File: config.mk
export PLATFORM = sky130hd
export DESIGN_NAME = xyzae_gain
export DESIGN_NICKNAME = d
export VERILOG_FILES = /design/src/xyz_to_azimuth_elevation_unit_assert.svh /design/src/xyzae_pkg.sv /design/src/xyzae_gain.sv
export SDC_FILE = /design/constraint.sdc
export NUM_CORES = 1
export LEC_CHECK = 0
export BUFFER_PORTS_ARGS = -buffer_cell sky130_fd_sc_hd__buf_2
export CAP_MARGIN = 25
export CORE_MARGIN = 2
export CORE_UTILIZATION = 45
export DETAILED_ROUTE_END_ITERATION = 6
export SYNTH_ARGS = -nofsm -noshare
export SYNTH_HDL_FRONTEND = slang
export SYNTH_SLANG_ARGS = --single-unit
File: constraint.sdc
create_clock -name clk -period 8 [get_ports clk]
set_input_delay 0.4 -clock clk [delete_from_list [all_inputs] [get_ports clk]]
set_output_delay 0.4 -clock clk [all_outputs]
set_load 0.01 [all_outputs]
File: src/xyz_to_azimuth_elevation_unit_assert.svh
// Assertion macros for the xyz to azimuth/elevation unit.
// Needs clk and rst_n in the scope of the module that uses them.
`ifndef XYZ_TO_AZIMUTH_ELEVATION_UNIT_ASSERT_SVH
`define XYZ_TO_AZIMUTH_ELEVATION_UNIT_ASSERT_SVH

// Check cons in the same cycle as ante.
`define XYZAE_ASSERT_NOW(label, ante, cons, msg) \
  label: assert property (@(posedge clk) disable iff (!rst_n) (ante) |-> (cons)) \
    else $error(msg);

// Check cons after ante, delayed by dly.
`define XYZAE_ASSERT_AFTER(label, ante, dly, cons, msg) \
  label: assert property (@(posedge clk) disable iff (!rst_n) (ante) |-> ##dly (cons)) \
    else $error(msg);

`endif

File: src/xyzae_pkg.sv
// Shared types, constants and helpers for the xyz to azimuth/elevation unit.
// Depends on nothing; used by every module of the unit.
package xyzae_pkg;

  localparam int VEC_W      = 36;
  localparam int ANG_W      = 30;
  localparam int GUARD_BITS = 8;
  localparam int TABLE_LEN  = 24;
  localparam int GAIN_SHIFT = 24;
  localparam int Q16_W      = 26;

  typedef logic signed [VEC_W-1:0] vec_t;
  typedef logic signed [ANG_W-1:0] ang_t;
  typedef logic signed [Q16_W-1:0] q16_t;

  typedef struct packed {
    logic signed [23:0] pos_x;
    logic signed [23:0] pos_y;
    logic signed [23:0] pos_z;
  } in_t;

  typedef struct packed {
    logic signed [24:0] azimuth;
    logic signed [23:0] elevation;
  } out_t;

  localparam logic [23:0] GAIN_Q24      = 24'd10188014;
  localparam ang_t        HALF_TURN_Q20 = 30'sd188743680;
  localparam q16_t        AZ_LIMIT      = 26'sd11796480;
  localparam q16_t        EL_LIMIT      = 26'sd5898240;

  localparam ang_t ATAN_DEG_Q20 [TABLE_LEN] = '{
    30'sd47185920, 30'sd27855475, 30'sd14718068, 30'sd7471121,
    30'sd3750058,  30'sd1876857,  30'sd938658,   30'sd469357,
    30'sd234682,   30'sd117342,   30'sd58671,    30'sd29335,
    30'sd14668,    30'sd7334,     30'sd3667,     30'sd1833,
    30'sd917,      30'sd458,      30'sd229,      30'sd115,
    30'sd57,       30'sd29,       30'sd14,       30'sd7
  };

  // Q.20 degrees to Q.16 with round, then clamp to +-lim.
  function automatic q16_t to_q16_sat(input ang_t a, input q16_t lim);
    logic signed [ANG_W:0]   s;
    logic signed [Q16_W:0]   q;
    logic signed [Q16_W:0]   lim_w;
    q16_t                    r;
    s     = {a[ANG_W-1], a} + 31'sd8;
    q     = (Q16_W+1)'(s >>> 4);
    lim_w = {lim[Q16_W-1], lim};
    if (q > lim_w) begin
      r = lim;
    end else if (q < -lim_w) begin
      r = -lim;
    end else begin
      r = q[Q16_W-1:0];
    end
    return r;
  endfunction

endpackage

File: src/xyzae_gain.sv
// Two-stage CORDIC gain correction: split multiply by K, then sum, round and shift.
// Depends on xyzae_pkg for the vector type and the gain constant.
module xyzae_gain #(
  parameter int SW = 1
) (
  input  logic            clk,
  input  logic            rst_n,
  input  logic            in_valid,
  input  xyzae_pkg::vec_t in_mag,
  input  logic [SW-1:0]   in_sb,
  output logic            out_valid,
  output xyzae_pkg::vec_t out_mag,
  output logic [SW-1:0]   out_sb
);

  localparam int LO_W  = 18;
  localparam int HI_W  = xyzae_pkg::VEC_W - 1 - LO_W;
  localparam int PLO_W = LO_W + 24;
  localparam int PHI_W = HI_W + 24;
  localparam int SUM_W = PHI_W + LO_W + 1;
  localparam logic [SUM_W-1:0] ROUND_HALF = SUM_W'(1) << (xyzae_pkg::GAIN_SHIFT - 1);

  logic               a_valid_r, b_valid_r;
  logic [PLO_W-1:0]   p_lo_r, p_lo_nxt;
  logic [PHI_W-1:0]   p_hi_r, p_hi_nxt;
  logic [SW-1:0]      a_sb_r, b_sb_r;
  logic [SUM_W-1:0]   sum;
  xyzae_pkg::vec_t    mag_r, mag_nxt;

  always_comb begin
    p_lo_nxt = PLO_W'(in_mag[LO_W-1:0]) * PLO_W'(xyzae_pkg::GAIN_Q24);
    p_hi_nxt = PHI_W'(in_mag[xyzae_pkg::VEC_W-2:LO_W]) * PHI_W'(xyzae_pkg::GAIN_Q24);
    sum      = {1'b0, p_hi_r, {LO_W{1'b0}}} + SUM_W'(p_lo_r) + ROUND_HALF;
    mag_nxt  = xyzae_pkg::VEC_W'(sum[SUM_W-1:xyzae_pkg::GAIN_SHIFT]);
  end

  always_ff @(posedge clk) begin
    if (!rst_n) begin
      a_valid_r <= 1'b0;
      b_valid_r <= 1'b0;
    end else begin
      a_valid_r <= in_valid;
      b_valid_r <= a_valid_r;
    end
  end

  always_ff @(posedge clk) begin
    p_lo_r <= p_lo_nxt;
    p_hi_r <= p_hi_nxt;
    a_sb_r <= in_sb;
    mag_r  <= mag_nxt;
    b_sb_r <= a_sb_r;
  end

  assign out_valid = b_valid_r;
  assign out_mag   = mag_r;
  assign out_sb    = b_sb_r;

endmodule

== Word-level counts from Yosys, hierarchy flattened ==
Cells that the tools add are included.

* Register bits after elaboration: 121
* Bits of input ports: 40
* Output and inout port bits: 38
* Logic and storage cells: 11

* Add/sub/neg operators: 2
* Multipliers: 2

{| class="wikitable"
|+ Operators by type and width
! kind !! number
|-
| 59-bit by 42-bit adder with 60-bit output || 1
|-
| 60-bit by 24-bit adder with 60-bit output (second input constant) || 1
|-
| 42-bit by 23-bit multiplier with 41-bit output (second input constant) || 1
|-
| 41-bit by 23-bit multiplier with 40-bit output (second input constant) || 1
|}

== Depth between registers and ports, before layout ==
* Word-level depth: 2
* Depth in mapped cells: 25

== Least setup slack after synthesis ==
OpenSTA, ideal clock, no wires.

* Kind: input to register
* Start: input port in_mag[26]
* End: register p_hi_r[39]
* Setup time: 72 ps
* Arrival: 6364 ps
* Data required time: 7928 ps
* Slack: 1564 ps
* Stages on the path: 19
* Buffers on the path: 0
* Cell sequence: inv_1 -> fa_1 -> fa_1 -> fa_1 -> fa_1 -> inv_1 -> fa_1 -> fa_1 -> fa_1 -> ha_1 -> a21o_1 -> a21o_1 -> a21o_1 -> a311o_1 -> or3b_4 -> o211ai_2 -> nand3b_2 -> a311oi_2 -> xnor2_1

* Longest elaborated chain between the ends: 1

{| class="wikitable"
|+ Ends and longest elaborated chain
! item !! line !! RTL
|-
| from (decl) || xyzae_gain.sv:9 || <nowiki>input xyzae_pkg::vec_t in_mag,</nowiki>
|-
| 41-bit by 23-bit multiplier with 40-bit output || xyzae_gain.sv:32 || <nowiki>p_hi_nxt = PHI_W'(in_mag[xyzae_pkg::VEC_W-2:LO_W]) * PHI_W'(xyzae_pkg::GAIN_Q24);</nowiki>
|-
| via p_hi_nxt[39] || xyzae_gain.sv:25 || <nowiki>logic [PHI_W-1:0] p_hi_r, p_hi_nxt;</nowiki>
|-
| to (signal assigned) || xyzae_gain.sv:49 || <nowiki>p_hi_r <= p_hi_nxt;</nowiki>
|-
| to (decl) || xyzae_gain.sv:25 ||
|}

The timed path passes the listed nets, and every way through them passes these cells.
A chain may end at the register's enable or synchronous reset.

== Worst setup path after layout ==
* Start: input port in_mag[26]
* End: register p_hi_r[40]

Same word-level chain as after synthesis.

==> impl_metrics.toml <==
[clocking]
cts-root-buf = "clkbuf_16"
clock-sinks = 103
postCtsSetupRepairBufs = 0
ctsHoldBuffers = 0
cts_resized = 0
cts_buffer_depth = 2
htreeDepth = 3
clkLatencyLatePin_ns = 0.37
path_clk_slew_ns = 0.08
cts_inserted_buffers = 9
cts_tree = "yes"

[worst_setup_path]
cp_slowest_cell = "nor4_1"
crit_type = "input port to register"
cp_data_arrival_time_ns = 7.26
start_kind = "input port"
cp_common_cell = "fa_1"
crit_family = "adder cells"
endpoint_kind = "register"
worstPathCellList = "buf_2 > inv_1 > fa_1 > fa_1 > fa_1 > inv_1 > fa_1 > fa_1 > fa_1 > inv_1 > fa_1 > inv_1 > ha_1 > and3_2 > nand3_1 > nor4_1 > o211ai_1 > o21ai_1 > a311o_1 > a21oi_1 > xnor2_1"
crit_fanout = 6
critPathMaxStageDelay_ns = 0.69
cp_num_buf_inv = 5
worstPathRequired_ns = 8.25

[die]
die_area_mm2 = 0.05284
start_util = 0.4567
coreArea_mm2 = 0.05027
die_width_um = 229.9
num_io_pins = 78
fp-row-count = 82
die_y_um = 229.9

[timing]
final_max_slew_viol_count = 0
finalHoldViolCount = 0
finalSetupViolCount = 0
fmax_mhz = 142.5
rsz0062_at_grt = "no"
tightest_slew_ns = 1.073
final.min_clock_period_ns = 7.017
fin_crit_sh = 0.8772
tns_ns = 0
skew_ns = 0.008512
fin_hold_ws_ns = 0.1321
max_slew_margin = 0.2786

[cells_and_area]
final_common_cell = "inv_1"
nNetsFinal = 3271
drive_gt1_frac = 0.05834
mostFrequentLayoutCells = "inv_1, fa_1, ha_1, dfxtp_1, buf_2"
finish.instance_area_mm2 = 0.02446
fill_cells = 4721
multiInputGateArea_mm2 = 0.01823
register_area_mm2 = 0.002062
syn_to_final_growth_pct = 6.545

[flow_run]
max_cap_viol_count = 0

[synthesis]
ys.flop_type = "dfxtp_1"
yosysTopAreaCell = "fa_1"
synth_edf_count = 0
synthArstFlopShare = 0
yosysWarnings = 0
synth_top_area_share = 0.4046
yosysSeqAreaShare = 0.08981
ys_ff_latch = 103
netlist_area_mm2 = 0.02296
syn_inst = 2243
synth_area_leaders = "fa_1, ha_1, inv_1"
synth_fp_nets = 3188
syn_area_per_cell_um2 = 10.24
synthDistinctLibCells = 56

[worst_hold_path]
hold_path_class = "input port to register"

[placement]
hpwl_mm = 44.12
port_buffers = 76
place.gp.congestion = 0.9103
placed_area_mm2 = 0.02417

[route]
viasPerCell = 4.844
wirelength_mm = 49.17
avgRoutedWirePerCell_um = 16.37
drtPass1Iterations = 5
vias = 14552
drc = 0
drt-initial-drc-count = 591
drtAntennaViolNets = 0

[global_route]
grt_first_pass_wirelength_mm = 83.19
grt_pass1_vias = 15774
antenna_found_initial = 0
grt_max_degree = 58
grt_usage = 0.2008
overflow = 0

[run_status]
status = "completed"
-- path summary, 6_finish.rpt --
path | from | cells past startpoint | to | slack, ns
setup / recovery | in_mag[26] | 21 | p_hi_r[40]$_DFF_P_ | 0.98
hold / removal | in_sb | 1 | a_sb_r$_DFF_P_ | 0.13
setup reg to reg | p_lo_r[22]$_DFF_P_ | 11 | out_mag[23]$_DFF_P_ | 4.43
hold reg to reg | a_sb_r$_DFF_P_ | 0 | out_sb$_DFF_P_ | 0.33
-- synth_stat cells (all sizes together) (3+ instances only) --
cell	number
nand2	30
inv	705
o211ai	6
dfxtp	103
o21a	10
a211o	4
or2	32
and4	5
fa	464
or3	3
clkbuf	4
nand3b	3
xor2	44
a21oi	62
and2	6
a211oi	6
nor2b	8
nor3b	3
nand3	16
ha	441
o31ai	3
a21o	43
o21bai	8
mux2i	4
and3	9
o21ai	30
a31oi	9
nor2	55
xnor2	69
nand2b	4
nor3	14
nand4	14
-- sequential cells by signal (all words and copies together) (netlist names) --
name and cells:
out_mag 36, out_valid 1, out_sb 1, p_hi_r 40
p_lo_r 23, a_valid_r 1, a_sb_r 1
-- kinds of logic after synthesis --
logic type | Yosys count | synth area share
AOI/OAI and AO/OA | 199 | 0.05657
xor gates and xnor gates | 113 | 0.04311
adders and majority gates | 905 | 0.6449
buffers and inverters | 711 | 0.1162
DFF | 103 | 0.08981
muxes | 4 | 0.001744
and+or+nand+nor | 208 | 0.04763
-- cell type report --
cell class | instances | share of cell area
Tap cell | 672 | 0.03437
Inverter | 705 | 0.1082
Antenna cell | 1 | 0.0001023
Sequential cell | 103 | 0.08429
Timing Repair Buffer | 78 | 0.01616
Clock inverter | 6 | 0.002353
Clock buffer | 10 | 0.009360
Multi-Input combinational cell | 1429 | 0.7452
-- metal layers --
layer / vias to the layer above / GRT usage / part of all wire
li1: 6963 / - / -
met1: 7334 / 0.2984 / 0.49
met2: 230 / 0.3175 / 0.46
met3: 25 / 0.03063 / 0.040
met4: 0 / 0.02722 / 0.0088
met5: - / 0 / 0
-- worst register-to-register path: cells and delay by family, from the launching register on --
kind | cells | cell delay [ns]
AOI/OAI and AO/OA | 4 | 1.48
xor gates and xnor gates | 1 | 0.14
DFF | 1 | 0.33
adders and majority gates | 2 | 0.57
and+or+nand+nor | 4 | 0.92
-- per-stage QoR --
| step | worst slack [ns] | instances | util |
|---|---|---|---|
| after floorplan | 1.564 | 2243 | - |
| after global placement | 0.8046 | 2987 | 0.4808 |
| after detailed placement | 0.7678 | 2987 | 0.4808 |
| after CTS | 1.139 | 3003 | 0.4865 |
| after global routing | 0.6228 | 3003 | 0.4865 |
| final | 0.9826 | 3004 | 0.4866 |
Power is not shown: default switching activity piles up to over one toggle a cycle in this logic, so the estimate is an artifact.
