<file path="src/xyz_to_azimuth_elevation_unit_assert.svh">
// Assertion macros for the xyz to azimuth/elevation unit.
// Needs clk and rst_n in the scope of the module that uses them.
`ifndef XYZ_TO_AZIMUTH_ELEVATION_UNIT_ASSERT_SVH
`define XYZ_TO_AZIMUTH_ELEVATION_UNIT_ASSERT_SVH

// Check cons in the same cycle as ante.
`define XYZAE_ASSERT_NOW(label, ante, cons, msg) \
  label: assert property (@(posedge clk) disable iff (!rst_n) (ante) |-> (cons)) \
    else $error(msg);

// Check cons after ante, delayed by dly.
`define XYZAE_ASSERT_AFTER(label, ante, dly, cons, msg) \
  label: assert property (@(posedge clk) disable iff (!rst_n) (ante) |-> ##dly (cons)) \
    else $error(msg);

`endif

</file>
<file path="src/xyzae_pkg.sv">
// Shared types, constants and helpers for the xyz to azimuth/elevation unit.
// Depends on nothing; used by every module of the unit.
package xyzae_pkg;

  localparam int VEC_W      = 36;
  localparam int ANG_W      = 30;
  localparam int GUARD_BITS = 8;
  localparam int TABLE_LEN  = 24;
  localparam int GAIN_SHIFT = 24;
  localparam int Q16_W      = 26;

  typedef logic signed [VEC_W-1:0] vec_t;
  typedef logic signed [ANG_W-1:0] ang_t;
  typedef logic signed [Q16_W-1:0] q16_t;

  typedef struct packed {
    logic signed [23:0] pos_x;
    logic signed [23:0] pos_y;
    logic signed [23:0] pos_z;
  } in_t;

  typedef struct packed {
    logic signed [24:0] azimuth;
    logic signed [23:0] elevation;
  } out_t;

  localparam logic [23:0] GAIN_Q24      = 24'd10188014;
  localparam ang_t        HALF_TURN_Q20 = 30'sd188743680;
  localparam q16_t        AZ_LIMIT      = 26'sd11796480;
  localparam q16_t        EL_LIMIT      = 26'sd5898240;

  localparam ang_t ATAN_DEG_Q20 [TABLE_LEN] = '{
    30'sd47185920, 30'sd27855475, 30'sd14718068, 30'sd7471121,
    30'sd3750058,  30'sd1876857,  30'sd938658,   30'sd469357,
    30'sd234682,   30'sd117342,   30'sd58671,    30'sd29335,
    30'sd14668,    30'sd7334,     30'sd3667,     30'sd1833,
    30'sd917,      30'sd458,      30'sd229,      30'sd115,
    30'sd57,       30'sd29,       30'sd14,       30'sd7
  };

  // Q.20 degrees to Q.16 with round, then clamp to +-lim.
  function automatic q16_t to_q16_sat(input ang_t a, input q16_t lim);
    logic signed [ANG_W:0]   s;
    logic signed [Q16_W:0]   q;
    logic signed [Q16_W:0]   lim_w;
    q16_t                    r;
    s     = {a[ANG_W-1], a} + 31'sd8;
    q     = (Q16_W+1)'(s >>> 4);
    lim_w = {lim[Q16_W-1], lim};
    if (q > lim_w) begin
      r = lim;
    end else if (q < -lim_w) begin
      r = -lim;
    end else begin
      r = q[Q16_W-1:0];
    end
    return r;
  endfunction

endpackage

</file>
<file path="src/xyzae_cordic_stage.sv">
// One registered CORDIC vectoring iteration with a pass-through sideband.
// Depends on xyzae_pkg for the vector/angle types and the arctangent table.
module xyzae_cordic_stage #(
  parameter int SHIFT = 0,
  parameter int SW    = 1
) (
  input  logic              clk,
  input  logic              rst_n,
  input  logic              in_valid,
  input  xyzae_pkg::vec_t   in_x,
  input  xyzae_pkg::vec_t   in_y,
  input  xyzae_pkg::ang_t   in_ang,
  input  logic [SW-1:0]     in_sb,
  output logic              out_valid,
  output xyzae_pkg::vec_t   out_x,
  output xyzae_pkg::vec_t   out_y,
  output xyzae_pkg::ang_t   out_ang,
  output logic [SW-1:0]     out_sb
);

  logic            valid_r;
  xyzae_pkg::vec_t x_r, x_nxt, y_r, y_nxt, xs, ys;
  xyzae_pkg::ang_t ang_r, ang_nxt;
  logic [SW-1:0]   sb_r;

  always_comb begin
    xs = in_x >>> SHIFT;
    ys = in_y >>> SHIFT;
    if (!in_y[xyzae_pkg::VEC_W-1]) begin
      x_nxt   = in_x + ys;
      y_nxt   = in_y - xs;
      ang_nxt = in_ang + xyzae_pkg::ATAN_DEG_Q20[SHIFT];
    end else begin
      x_nxt   = in_x - ys;
      y_nxt   = in_y + xs;
      ang_nxt = in_ang - xyzae_pkg::ATAN_DEG_Q20[SHIFT];
    end
  end

  always_ff @(posedge clk) begin
    if (!rst_n) begin
      valid_r <= 1'b0;
    end else begin
      valid_r <= in_valid;
    end
  end

  always_ff @(posedge clk) begin
    x_r   <= x_nxt;
    y_r   <= y_nxt;
    ang_r <= ang_nxt;
    sb_r  <= in_sb;
  end

  assign out_valid = valid_r;
  assign out_x     = x_r;
  assign out_y     = y_r;
  assign out_ang   = ang_r;
  assign out_sb    = sb_r;

endmodule

</file>
<file path="config.mk">
export PLATFORM = sky130hd
export DESIGN_NAME = xyzae_cordic_stage
export DESIGN_NICKNAME = d
export VERILOG_FILES = /design/src/xyz_to_azimuth_elevation_unit_assert.svh /design/src/xyzae_pkg.sv /design/src/xyzae_cordic_stage.sv
export SDC_FILE = /design/constraint.sdc
export NUM_CORES = 1
export LEC_CHECK = 0
export BUFFER_PORTS_ARGS = -buffer_cell sky130_fd_sc_hd__buf_2
export CAP_MARGIN = 20
export CORE_MARGIN = 2
export CORE_UTILIZATION = 40
export DETAILED_ROUTE_END_ITERATION = 16
export GPL_TIMING_DRIVEN = 0
export PLACE_DENSITY_LB_ADDON = 0.05
export SLEW_MARGIN = 20
export SYNTH_ARGS = -nofsm -noshare
export SYNTH_HDL_FRONTEND = slang
export SYNTH_SLANG_ARGS = --single-unit
</file>
<file path="constraint.sdc">
create_clock -name clk -period 2.6 [get_ports clk]
set_input_delay 0.13 -clock clk [delete_from_list [all_inputs] [get_ports clk]]
set_output_delay 0.13 -clock clk [all_outputs]
set_load 0.05 [all_outputs]
</file>
# Word-level counts from Yosys, hierarchy flattened
# Index checks and enable logic that the tools add are counted.
# W data, S select, Z words.
[word_totals]
ff_bits = 104
out_inout_bits = 104
word_cells = 13
[classes]
add_sub_neg = 5
mux = 3
[ops]
columns = ["operator", "count"]
rows = [
  ["$mux W36", 2],
  ["$sub A36 B36 Y36", 2],
  ["$add A36 B36 Y36", 1],
  ["$add A30 B27 Y30 const B", 1],
  ["$mux W30", 1],
  ["$sub A30 B27 Y30 const B", 1],
]

# Longest topological paths before layout
# Gate-level depths: netlist (run 1).
[logic_depth]
ltp_word = 2
ltp_mapped = 14
mapped_depth_nobuf = 12

# Least setup slack after synthesis (run 1)
# Ideal clock, no wire load.
[synth_timing]
path_type = "input to register"
start = "input in_y[35]"
end = "register ang_r[29], in the netlist out_ang[29]"
path_slack_ps = -201
setup_time_ps = 72
n_path_buf = 4
t_arrival_ps = 2729
t_required_ps = 2528
cell_stages = 14
cell_sequence = "clkbuf_1 -> inv_1 -> clkbuf_1 -> clkbuf_1 -> buf_1 -> ha_1 -> a21oi_1 -> o21bai_1 -> a21oi_1 -> o21bai_1 -> a21oi_1 -> o21bai_1 -> a21oi_1 -> xnor2_1"
[synth_between]
elab_chain_len = 1
[synth_rtl]
columns = ["element", "line_no", "rtl"]
rows = [
  ["start, declared", "xyzae_cordic_stage.sv:11", "input xyzae_pkg::vec_t in_y,"],
  ["$mux W30", "xyzae_cordic_stage.sv:29", "if (!in_y[xyzae_pkg::VEC_W-1]) begin"],
  ["net ang_nxt[29]", "xyzae_cordic_stage.sv:23", "xyzae_pkg::ang_t ang_r, ang_nxt;"],
  ["end signal, assigned", "xyzae_cordic_stage.sv:51", "ang_r <= ang_nxt;"],
  ["end, declared", "xyzae_cordic_stage.sv:23", ""],
]
# The timed path passes the listed nets, and every way through them passes these cells.
# A chain may end at the register's enable or synchronous reset.

# Worst setup path after layout (run 1)
[layout_timing]
start = "input in_x[17]"
end = "register x_r[27], in the netlist out_x[27]"
[layout_between]
elab_chain_len = 2
elab_cells_between_ends = 3
classes_between = "2 x add/sub; 1 x mux"
[layout_rtl]
columns = ["element", "line_no", "rtl"]
rows = [
  ["start, declared", "xyzae_cordic_stage.sv:10", "input xyzae_pkg::vec_t in_x,"],
  ["$add A36 B36 Y36 / $sub A36 B36 Y36 (equally long branches)", "xyzae_cordic_stage.sv:30, xyzae_cordic_stage.sv:34", ""],
  ["$mux W36 *", "xyzae_cordic_stage.sv:29", ""],
  ["net x_nxt[27]", "xyzae_cordic_stage.sv:22", "xyzae_pkg::vec_t x_r, x_nxt, y_r, y_nxt, xs, ys;"],
  ["end signal, assigned", "xyzae_cordic_stage.sv:49", "x_r <= x_nxt;"],
  ["end, declared", "xyzae_cordic_stage.sv:22", ""],
]
# The timed path passes the listed nets; every way through them passes the cells marked *.

==> results of run 1 <==
[worst max-delay path: stages]
cell      delay, ns
buf_2          0.10
inv_1          0.04
ha_1           0.39
clkbuf_4       0.26
nor4_4         0.40
nand4_1        0.21
inv_1          0.13
o211ai_2       0.17
and2_1         0.28
o311a_1        0.34
mux2i_1        0.18
xnor2_1        0.19
[timing repair]
item,CTS,global route
buffers inserted,1,7
hold buffers,25,0
resized for setup,18,51
pin swaps,2,9
setup endpoints to repair,23,29
hold endpoints to repair,25,0
[cells in the final DEF (no fill, tap or decap), drive strengths merged, types with 35 or more instances in the layout]
| cell | n |
|---|---|
| a21oi | 147 |
| buf | 242 |
| clkbuf | 35 |
| dfxtp | 103 |
| ha | 113 |
| inv | 128 |
| nand2 | 46 |
| nor2 | 79 |
| o21ai | 92 |
| xnor2 | 60 |
[area by class of cell]
class                      count  area [sq um]
buffer                        51           348
clock buffer                   9           225
multi-input combinational    838          6200
inverter                     124           465
timing repair buffer         242          1360
clock inverter                 7          83.8
tap                          280           350
sequential                   103          2060
fill                        2178         10600
[per-layer routing]
layer	track usage (%)	vias up	wire length, microns
met5	0	-	0
met4	8.32	0	694
met3	4.64	54	2530
met2	43.0	431	14500
met1	37.3	4218	14500
li1	-	4415	-
[registers in the layout, summed over array words and instances, names as in the netlist]
name       count
out_y         36
out_valid      1
out_x         35
out_ang       30
out_sb         1
[cells by family after synthesis]
group | synth area share (%)
AOI/OAI and AO/OA | 28.1
and+or+nand+nor | 13.7
buffers and inverters | 9.02
adders and majority gates | 17.0
DFF | 23.5
xor gates and xnor gates | 7.18
muxes | 1.51
[final timing paths]
check / from / end / depth (start not counted)
setup / recovery: in_x[17] / out_x[27] / 12
hold / removal: in_y[0] / out_y[0] / 3
[where the power goes]
part | switching, mW | leakage (nW) | internal [mW] | total [mW]
Clock | 0.765 | 0.151 | 0.697 | 1.46
Sequential | 0.0725 | 0.869 | 1.89 | 1.96
Combinational | 2.48 | 4.20 | 1.01 | 3.48
==> impl_metrics.toml, run 1 <==
[placement]
dpl.hpwl_microns = 25300
io_buffers = 209
place_inst = 1606
gp_congestion = 0.934
place_ws_ns = -1.16
place_area_sq_um = 10200

[routing]
ant_nets = 0
drc = 0
post_drt_wl_per_cell_microns = 19.5
drt_first_pass_iters = 6
via_per_inst = 5.51
num_vias = 9118
drtIter0Drc = 846
wl_microns = 32300

[global_route]
grt_max_degree = 22
grt_pass1_vias = 8804
antenna_found_initial = 0
grt.total_usage_pct = 27.0
grt_pass1_wl_microns = 49500
grt_overflow = 0

[sta]
max_freq_ghz = 0.391
tightest_slew_ns = 1.00
relSlewSlack_pct = 33.0
finalCritPeriodShare_pct = 98.4
hold_slack_ns = 0.0477
hold_violations = 0
setup_slack_ns = 0.0422
period_needed_ns = 2.56
fin_tns_setup_ns = 0
setup_viol_count_final = 0
slew_viol_final = 0

[critical_path]
crit_path_end_kind = "flip-flop"
worstPathRequired_ns = 2.88
path_max_fanout = 10
critPathKind = "in2reg"
start_kind = "primary input"
crit_arrival_ns = 2.84

[logic_synthesis]
seq_area_frac_synth_pct = 23.5
synthTopCellsByCount = "a21oi_1 (145), inv_1 (118), ha_1 (113), dfxtp_1 (103), nor2_1 (79)"
yosysTopAreaCell = "dfxtp_1"
synth_top_area_share_pct = 23.5
synthArstFlopShare_pct = 0
syn_area_sq_um = 8780
syn_area_per_cell_sq_um = 7.86
ys_warn_count = 0
synth-edff-count = 0
synth_area_leaders = "dfxtp_1 (23%), ha_1 (16%), a21oi_1 (8.3%), xnor2_1 (6.0%), inv_1 (5.0%)"
synth.net_count = 1340
synthFlopType = "dfxtp_1"
yosysMostFrequentCell = "a21oi_1"
synth_cell_types = 75
synth_seq_cells = 103
synthCells = 1117

[final_layout]
fin_nets = 1592
stdcell_count = 1654
drive_gt1_share_pct = 24.0
antennaDiodeCount = 0
finalInstanceArea_sq_um = 11100
area_delta_synth_final_pct = 26.2
final_util_pct = 51.1

[clock_network]
cts_buffers = 9
cts_sinks = 103
clkSlewWorstSetupHoldPaths_ns = 0.09
cts_buffer_depth = 2
cts_tree = "built"
cts-htree-levels = 3
cts_root_buffer = "clkbuf_16"

[power]
p_leak_nw = 5.22
total_power_mw = 6.90
vdd_drop_max_uv = 416
p_per_area_nw_per_um2 = 623

[outcome]
outcome = "finished, final reports clean"

[die]
dieArea_sq_um = 23200
start_util_pct = 40.5
die_x_microns = 152
fp.dieH_microns = 152
boundaryPins = 210
num_rows = 54
core_sq_um = 21700

[min_path]
holdCritPathClass = "in2reg"

[flow_run]
drv_cap = 0
No activity file was read; power rests on OpenSTA's default activity.
==> run 2: changes to the inputs <==
==> constraint.sdc (replaced) <==
create_clock -name clk -period 2.6 [get_ports clk]
set_input_delay 0.26 -clock clk [delete_from_list [all_inputs] [get_ports clk]]
set_output_delay 0.26 -clock clk [all_outputs]
set_load 0.05 [all_outputs]
==> run 2 against run 1 <==
  * Combinational power rose by 3%
  * Sequential share of layout area fell by 0.46 points
  * Critical path depth rose by 2
  * Final cell count rose by 0.30%
  * Via count rose by 0.73%
  * Flip-flop and latch count did not move
  * Core utilization rose by 1.3 points
  * Worst hold slack got worse by 0.027 ns
  * Clock-buffer cell count did not move
  * Total power rose by 1.6%
  * Final area rose by 2.6%
  * Largest cell class unchanged
  * Highest routed layer unchanged
==> impl_metrics.toml, run 2 (synthesized netlist as in run 1, its figures left out) <==
[critical_path]
crit_path_end_kind = "flip-flop"
crit_chain = "buf_2, inv_1, ha_1, buf_6, and4_4, buf_6, and4bb_4, a211oi_2, o21ai_2, a221oi_2, o21ai_1, a311oi_2, a21oi_1, xor2_1"
start_kind = "primary input"
path_max_fanout = 10
critPathKind = "in2reg"
cpMostUsedCell = "buf_6"
critPathCapture = "out_y[30]"
crit_arrival_ns = 2.81
critPathSlowestCell = "a221oi_2"
worstPathRequired_ns = 2.85
critPathMaxStageDelay_ns = 0.37
critPathLaunch = "in_x[8]"

[final_layout]
stdcell_count = 1659
drive_gt1_share_pct = 26.7
largest_register_ffs = 36
multi_input_area_sq_um = 6430
nFillCells = 2123
mostFrequentLayoutCells = "buf_2 (211), a21oi_1 (135), inv_1 (117), ha_1 (108), dfxtp_1 (103)"
area_delta_synth_final_pct = 29.5
layout_commonest_cell = "buf_2"
seqCellArea_sq_um = 2060
fin_nets = 1596

[sta]
rsz0062_at_grt = "yes"
tightest_slew_ns = 0.995
slew_viol_final = 0
setup_viol_count_final = 0
hold_violations = 0
fin_tns_setup_ns = 0
finalCritPeriodShare_pct = 98.3
max_freq_ghz = 0.391
period_needed_ns = 2.56
relSlewSlack_pct = 33.7

[die]
die_x_microns = 152
boundaryPins = 210
fp.dieH_microns = 152
start_util_pct = 40.5
dieArea_sq_um = 23200
num_rows = 54
core_sq_um = 21700

[routing]
via_per_inst = 5.54
drc = 0
wl_microns = 32700
post_drt_wl_per_cell_microns = 19.7
ant_nets = 0
drt_first_pass_iters = 5
drtIter0Drc = 672
num_vias = 9185

[power]
vdd_drop_max_uv = 304
p_leak_nw = 5.30
p_per_area_nw_per_um2 = 617
total_power_mw = 7.02

[clock_network]
cts_buffers = 9
clkSlewWorstSetupHoldPaths_ns = 0.09
cts_sinks = 103
cts_tree = "built"
cts_buffer_depth = 2
cts-htree-levels = 3
cts_root_buffer = "clkbuf_16"

[global_route]
grt_overflow = 0
grt_max_degree = 22
grt_pass1_vias = 8786
grt_pass1_wl_microns = 49800
grt.total_usage_pct = 27.1
antenna_found_initial = 1

[placement]
dpl.hpwl_microns = 25300
gp_congestion = 0.945
place_inst = 1606
io_buffers = 209

[flow_run]
drv_cap = 0

[min_path]
holdCritPathClass = "in2reg"

[outcome]
outcome = "finished, final reports clean"
[run 2: changes by cell type in the layout (fill, tap and decap cells not counted), moves of 4 or more]
cell	before	now
a21oi_1	140	135
a21oi_2	7	12
buf_2	219	211
buf_4	10	25
dlygate4sd3_1	25	20
nor3_1	23	19
nor3_2	2	6
o21ai_0	66	57
o21ai_1	19	24
o21ai_2	5	10
[run 2: through the flow]
stage	setup slack [ns]	cell area, sq um	util [%]	hold WS (ns)
after floorplan	0.0203	8790	-	0.288
after global placement	-1.05	10200	47.0	0.363
after detailed placement	-1.06	10200	47.0	0.364
after CTS	-0.0571	10900	50.4	0.0183
after global routing	-0.114	11400	52.4	0.0139
final	0.0449	11400	52.4	0.0202
[run 2: critical path: cells and delay by family]
| kind | cells | cell delay (ns) |
|---|---|---|
| AO/OA/AOI/OAI | 6 | 1.28 |
| adder cells (fa/ha/maj) | 1 | 0.29 |
| XOR/XNOR | 1 | 0.18 |
| AND/OR/NAND/NOR | 2 | 0.36 |
| buffers and inverters | 4 | 0.43 |
[run 2: final cells by class]
class | count | share of cell area (%)
diodes | 1 | 0.0220
plain buffers | 50 | 3.29
clock buffers | 9 | 1.98
clock inverters | 7 | 0.737
inverters | 124 | 4.09
multi-input cells | 838 | 56.5
flip-flops and latches | 103 | 18.1
well taps | 280 | 3.08
repair buffers | 247 | 12.2
[run 2: per-layer routing]
layer	global-route usage (%)	vias up	wire length, microns
met3	4.81	57	2550
met2	44.0	409	14700
li1	-	4434	-
met5	0	-	0
met4	7.65	0	812
met1	37.2	4285	14600
[run 2: how the worst min path moves through the flow]
stage | start | endpoint | slack [ns] | depth (start not counted)
4_1_cts | in_ang[18] | out_ang[18] | 0.02 | 1
3_3_place_gp | in_ang[19] | out_ang[19] | 0.36 | 1
6_report | in_ang[18] | out_ang[18] | 0.02 | 1
3_5_place_dp | in_ang[10] | out_ang[10] | 0.36 | 1
5_1_grt | in_ang[18] | out_ang[18] | 0.01 | 1
2_1_floorplan | in_ang[0] | out_ang[0] | 0.29 | 0
[run 2: report_power, final]
group	switching [mW]	internal, mW	total, mW
combinational	2.52	1.07	3.58
sequential	0.0728	1.89	1.96
clock	0.774	0.698	1.47
total	3.36	3.65	7.02
[run 2: timing repair]
item / 4_1_cts / 5_1_grt
setup buffers: 10 / 8
setup endpoints to repair: 32 / 35
hold buffers: 20 / 0
resized for setup: 40 / 89
pin swaps: 7 / 23
hold endpoints to repair: 20 / 0
==> run 3: changes to the inputs <==
--- a/config.mk
+++ b/config.mk
@@ -8,9 +8,11 @@
 export BUFFER_PORTS_ARGS = -buffer_cell sky130_fd_sc_hd__buf_2
 export CAP_MARGIN = 20
 export CORE_MARGIN = 2
-export CORE_UTILIZATION = 40
+export CORE_UTILIZATION = 35
+export CTS_BUF_LIST = sky130_fd_sc_hd__clkbuf_8
 export DETAILED_ROUTE_END_ITERATION = 16
 export GPL_TIMING_DRIVEN = 0
+export MAX_ROUTING_LAYER = met4
 export PLACE_DENSITY_LB_ADDON = 0.05
 export SLEW_MARGIN = 20
 export SYNTH_ARGS = -nofsm -noshare
==> run 3 against run 2 <==
  * The flow now finishes with violations (negative setup slack)
  * Sequential power is essentially flat
  * Combinational power shrank 1%
  * Flip-flop and latch count is the same
  * Routed wire length grew 1.6%
  * Setup slack lost 0.077 ns
  * Critical path depth shrank 2
  * Clock-buffer cell count is the same
  * Critical endpoint is now out_y[19]
  * Largest power group unchanged
  * Core utilization shrank 6.9 points
  * First-iteration DRC count shrank 6.3%
  * Critical path type unchanged
==> impl_metrics.toml, run 3 (synthesized netlist as in run 1, its figures left out) <==
[critical_path]
cpMostUsedCell = "o21ai_1"
path_max_fanout = 8
worstPathRequired_ns = 2.90
start_kind = "primary input"
critPathKind = "in2reg"
critPathSlowestCell = "o31ai_2"
crit_chain = "buf_2, inv_1, ha_2, or2_1, nor4_1, o21ai_1, a21oi_2, nor2_1, o31ai_2, a31oi_1, o21ai_1, xnor2_1"
cp_num_buf_inv = 2
critPathMaxStageDelay_ns = 0.43
crit_arrival_ns = 2.94
crit_path_end_kind = "flip-flop"
cp_top_family = "compound AO/OA/AOI/OAI gates"
cp_num_cells = 12

[sta]
hold_slack_ns = 0.0412
finalCritPeriodShare_pct = 101
setup_slack_ns = -0.0324
tightest_slew_ns = 0.989
setup_viol_count_final = 3
slew_viol_final = 0
period_needed_ns = 2.63
max_freq_ghz = 0.380
relSlewSlack_pct = 34.0
hold_violations = 0
rsz0062_at_grt = "yes"
fin_tns_setup_ns = -0.0886

[routing]
num_vias = 9058
via_per_inst = 5.34
drt_first_pass_iters = 5
drtIter0Drc = 630
wl_microns = 33200
post_drt_wl_per_cell_microns = 19.6
drc = 0
ant_nets = 0

[flow_run]
drv_cap = 0

[die]
dieArea_sq_um = 26400
start_util_pct = 35.9
core_sq_um = 24500
die_x_microns = 162
boundaryPins = 210
fp.dieH_microns = 162
num_rows = 57

[outcome]
violations = "negative setup slack"
outcome = "complete, but fails checks"

[placement]
dpl.hpwl_microns = 26100
place_area_sq_um = 10200
io_buffers = 209
place_ws_ns = -1.08
gp_congestion = 0.944

[power]
power.share.clock_pct = 16.9
comb_power_share_pct = 53.4
vdd_drop_max_uv = 373
p_sw_mw = 3.31
p_leak_nw = 5.19
intPower_mw = 3.30
swShare_pct = 50.1
p_per_area_nw_per_um2 = 593
seq_power_share_pct = 29.6

[min_path]
holdCritPathClass = "in2reg"
min_to = "out_ang[20]"
min_path_cells = 2
min_from = "in_ang[20]"

[clock_network]
cts_root_buffer = "clkbuf_8"
cts-htree-levels = 3
cts_sinks = 103
cts_tree = "built"
clkSlewWorstSetupHoldPaths_ns = 0.12
cts_buffer_depth = 2
cts_buffers = 9

[final_layout]
seqCellArea_sq_um = 2060
antennaDiodeCount = 0
fin_nets = 1590
layout_commonest_cell = "buf_2"
finalInstanceArea_sq_um = 11100
mostFrequentLayoutCells = "buf_2 (218), a21oi_1 (138), inv_1 (118), ha_1 (111), dfxtp_1 (103)"
nFillCells = 2605
multi_input_area_sq_um = 6310
drive_gt1_share_pct = 25.1
final_util_pct = 45.6
area_delta_synth_final_pct = 26.9
largest_register_ffs = 36

[global_route]
antenna_found_initial = 0
grt_overflow = 0
grt_max_degree = 22
grt.total_usage_pct = 25.2
grt_pass1_wl_microns = 49600
grt_pass1_vias = 8680
[run 3: cell types whose count changed in the layout (fill, tap and decap cells not counted), moves of 4 or more]
cell | previous run | this run
buf_2 | 211 | 218
a21oi_2 | 12 | 8
buf_4 | 25 | 13
clkbuf_8 | 8 | 17
clkbuf_16 | 9 | 0
[run 3: worst max path at each step]
stage / from / to / slack (ns)
2_1_floorplan: in_y[35] / out_ang[29] / 0.02
3_3_place_gp: in_y[35] / out_ang[29] / -1.07
3_5_place_dp: in_y[35] / out_ang[29] / -1.08
4_1_cts: in_x[3] / out_x[32] / 0.002
5_1_grt: in_x[7] / out_y[23] / -0.05
6_report: in_x[7] / out_y[19] / -0.03
[run 3: timing repair]
item                                    4_1_cts  5_1_grt
gates resized for setup                      32       60
gates cloned                                  0        0
endpoints found under the setup margin       31       27
pin swaps                                     6       16
setup buffers                                 5        6
hold endpoints to repair                     21        0
hold buffers                                 21        0
[run 3: area by class of cell]
cell class,count,area share (%)
clock inverters,7,0.797
multi-input cells,838,56.6
plain buffers,50,3.17
well taps,324,3.64
flip-flops and latches,103,18.5
clock buffers,9,1.11
repair buffers,241,12.0
inverters,124,4.18
[run 3: through the flow]
step / power, mW / instances
2_1_floorplan: 4.39 / 1117
3_3_place_gp: 5.31 / 1650
3_5_place_dp: 5.30 / 1650
4_1_cts: 6.55 / 1691
5_1_grt: 6.95 / 1696
6_report: 6.61 / 1696
[run 3: power by group through the flow]
stage / sequential, mW / clock [mW] / combinational [mW]
after global placement: 1.99 / 0 / 3.32
after floorplan: 3.10 / 0 / 1.29
after global routing: 1.99 / 1.23 / 3.74
after detailed placement: 2.00 / 0 / 3.31
after CTS: 1.96 / 1.19 / 3.40
final: 1.96 / 1.12 / 3.53
[run 3: metal layers]
metal | global-route usage (%) | vias up | wire [microns]
li1 | - | 4404 | -
met1 | 33.7 | 4209 | 15200
met2 | 39.3 | 384 | 14800
met3 | 3.82 | 61 | 2470
met4 | 7.36 | 0 | 760
met5 | - | - | 0
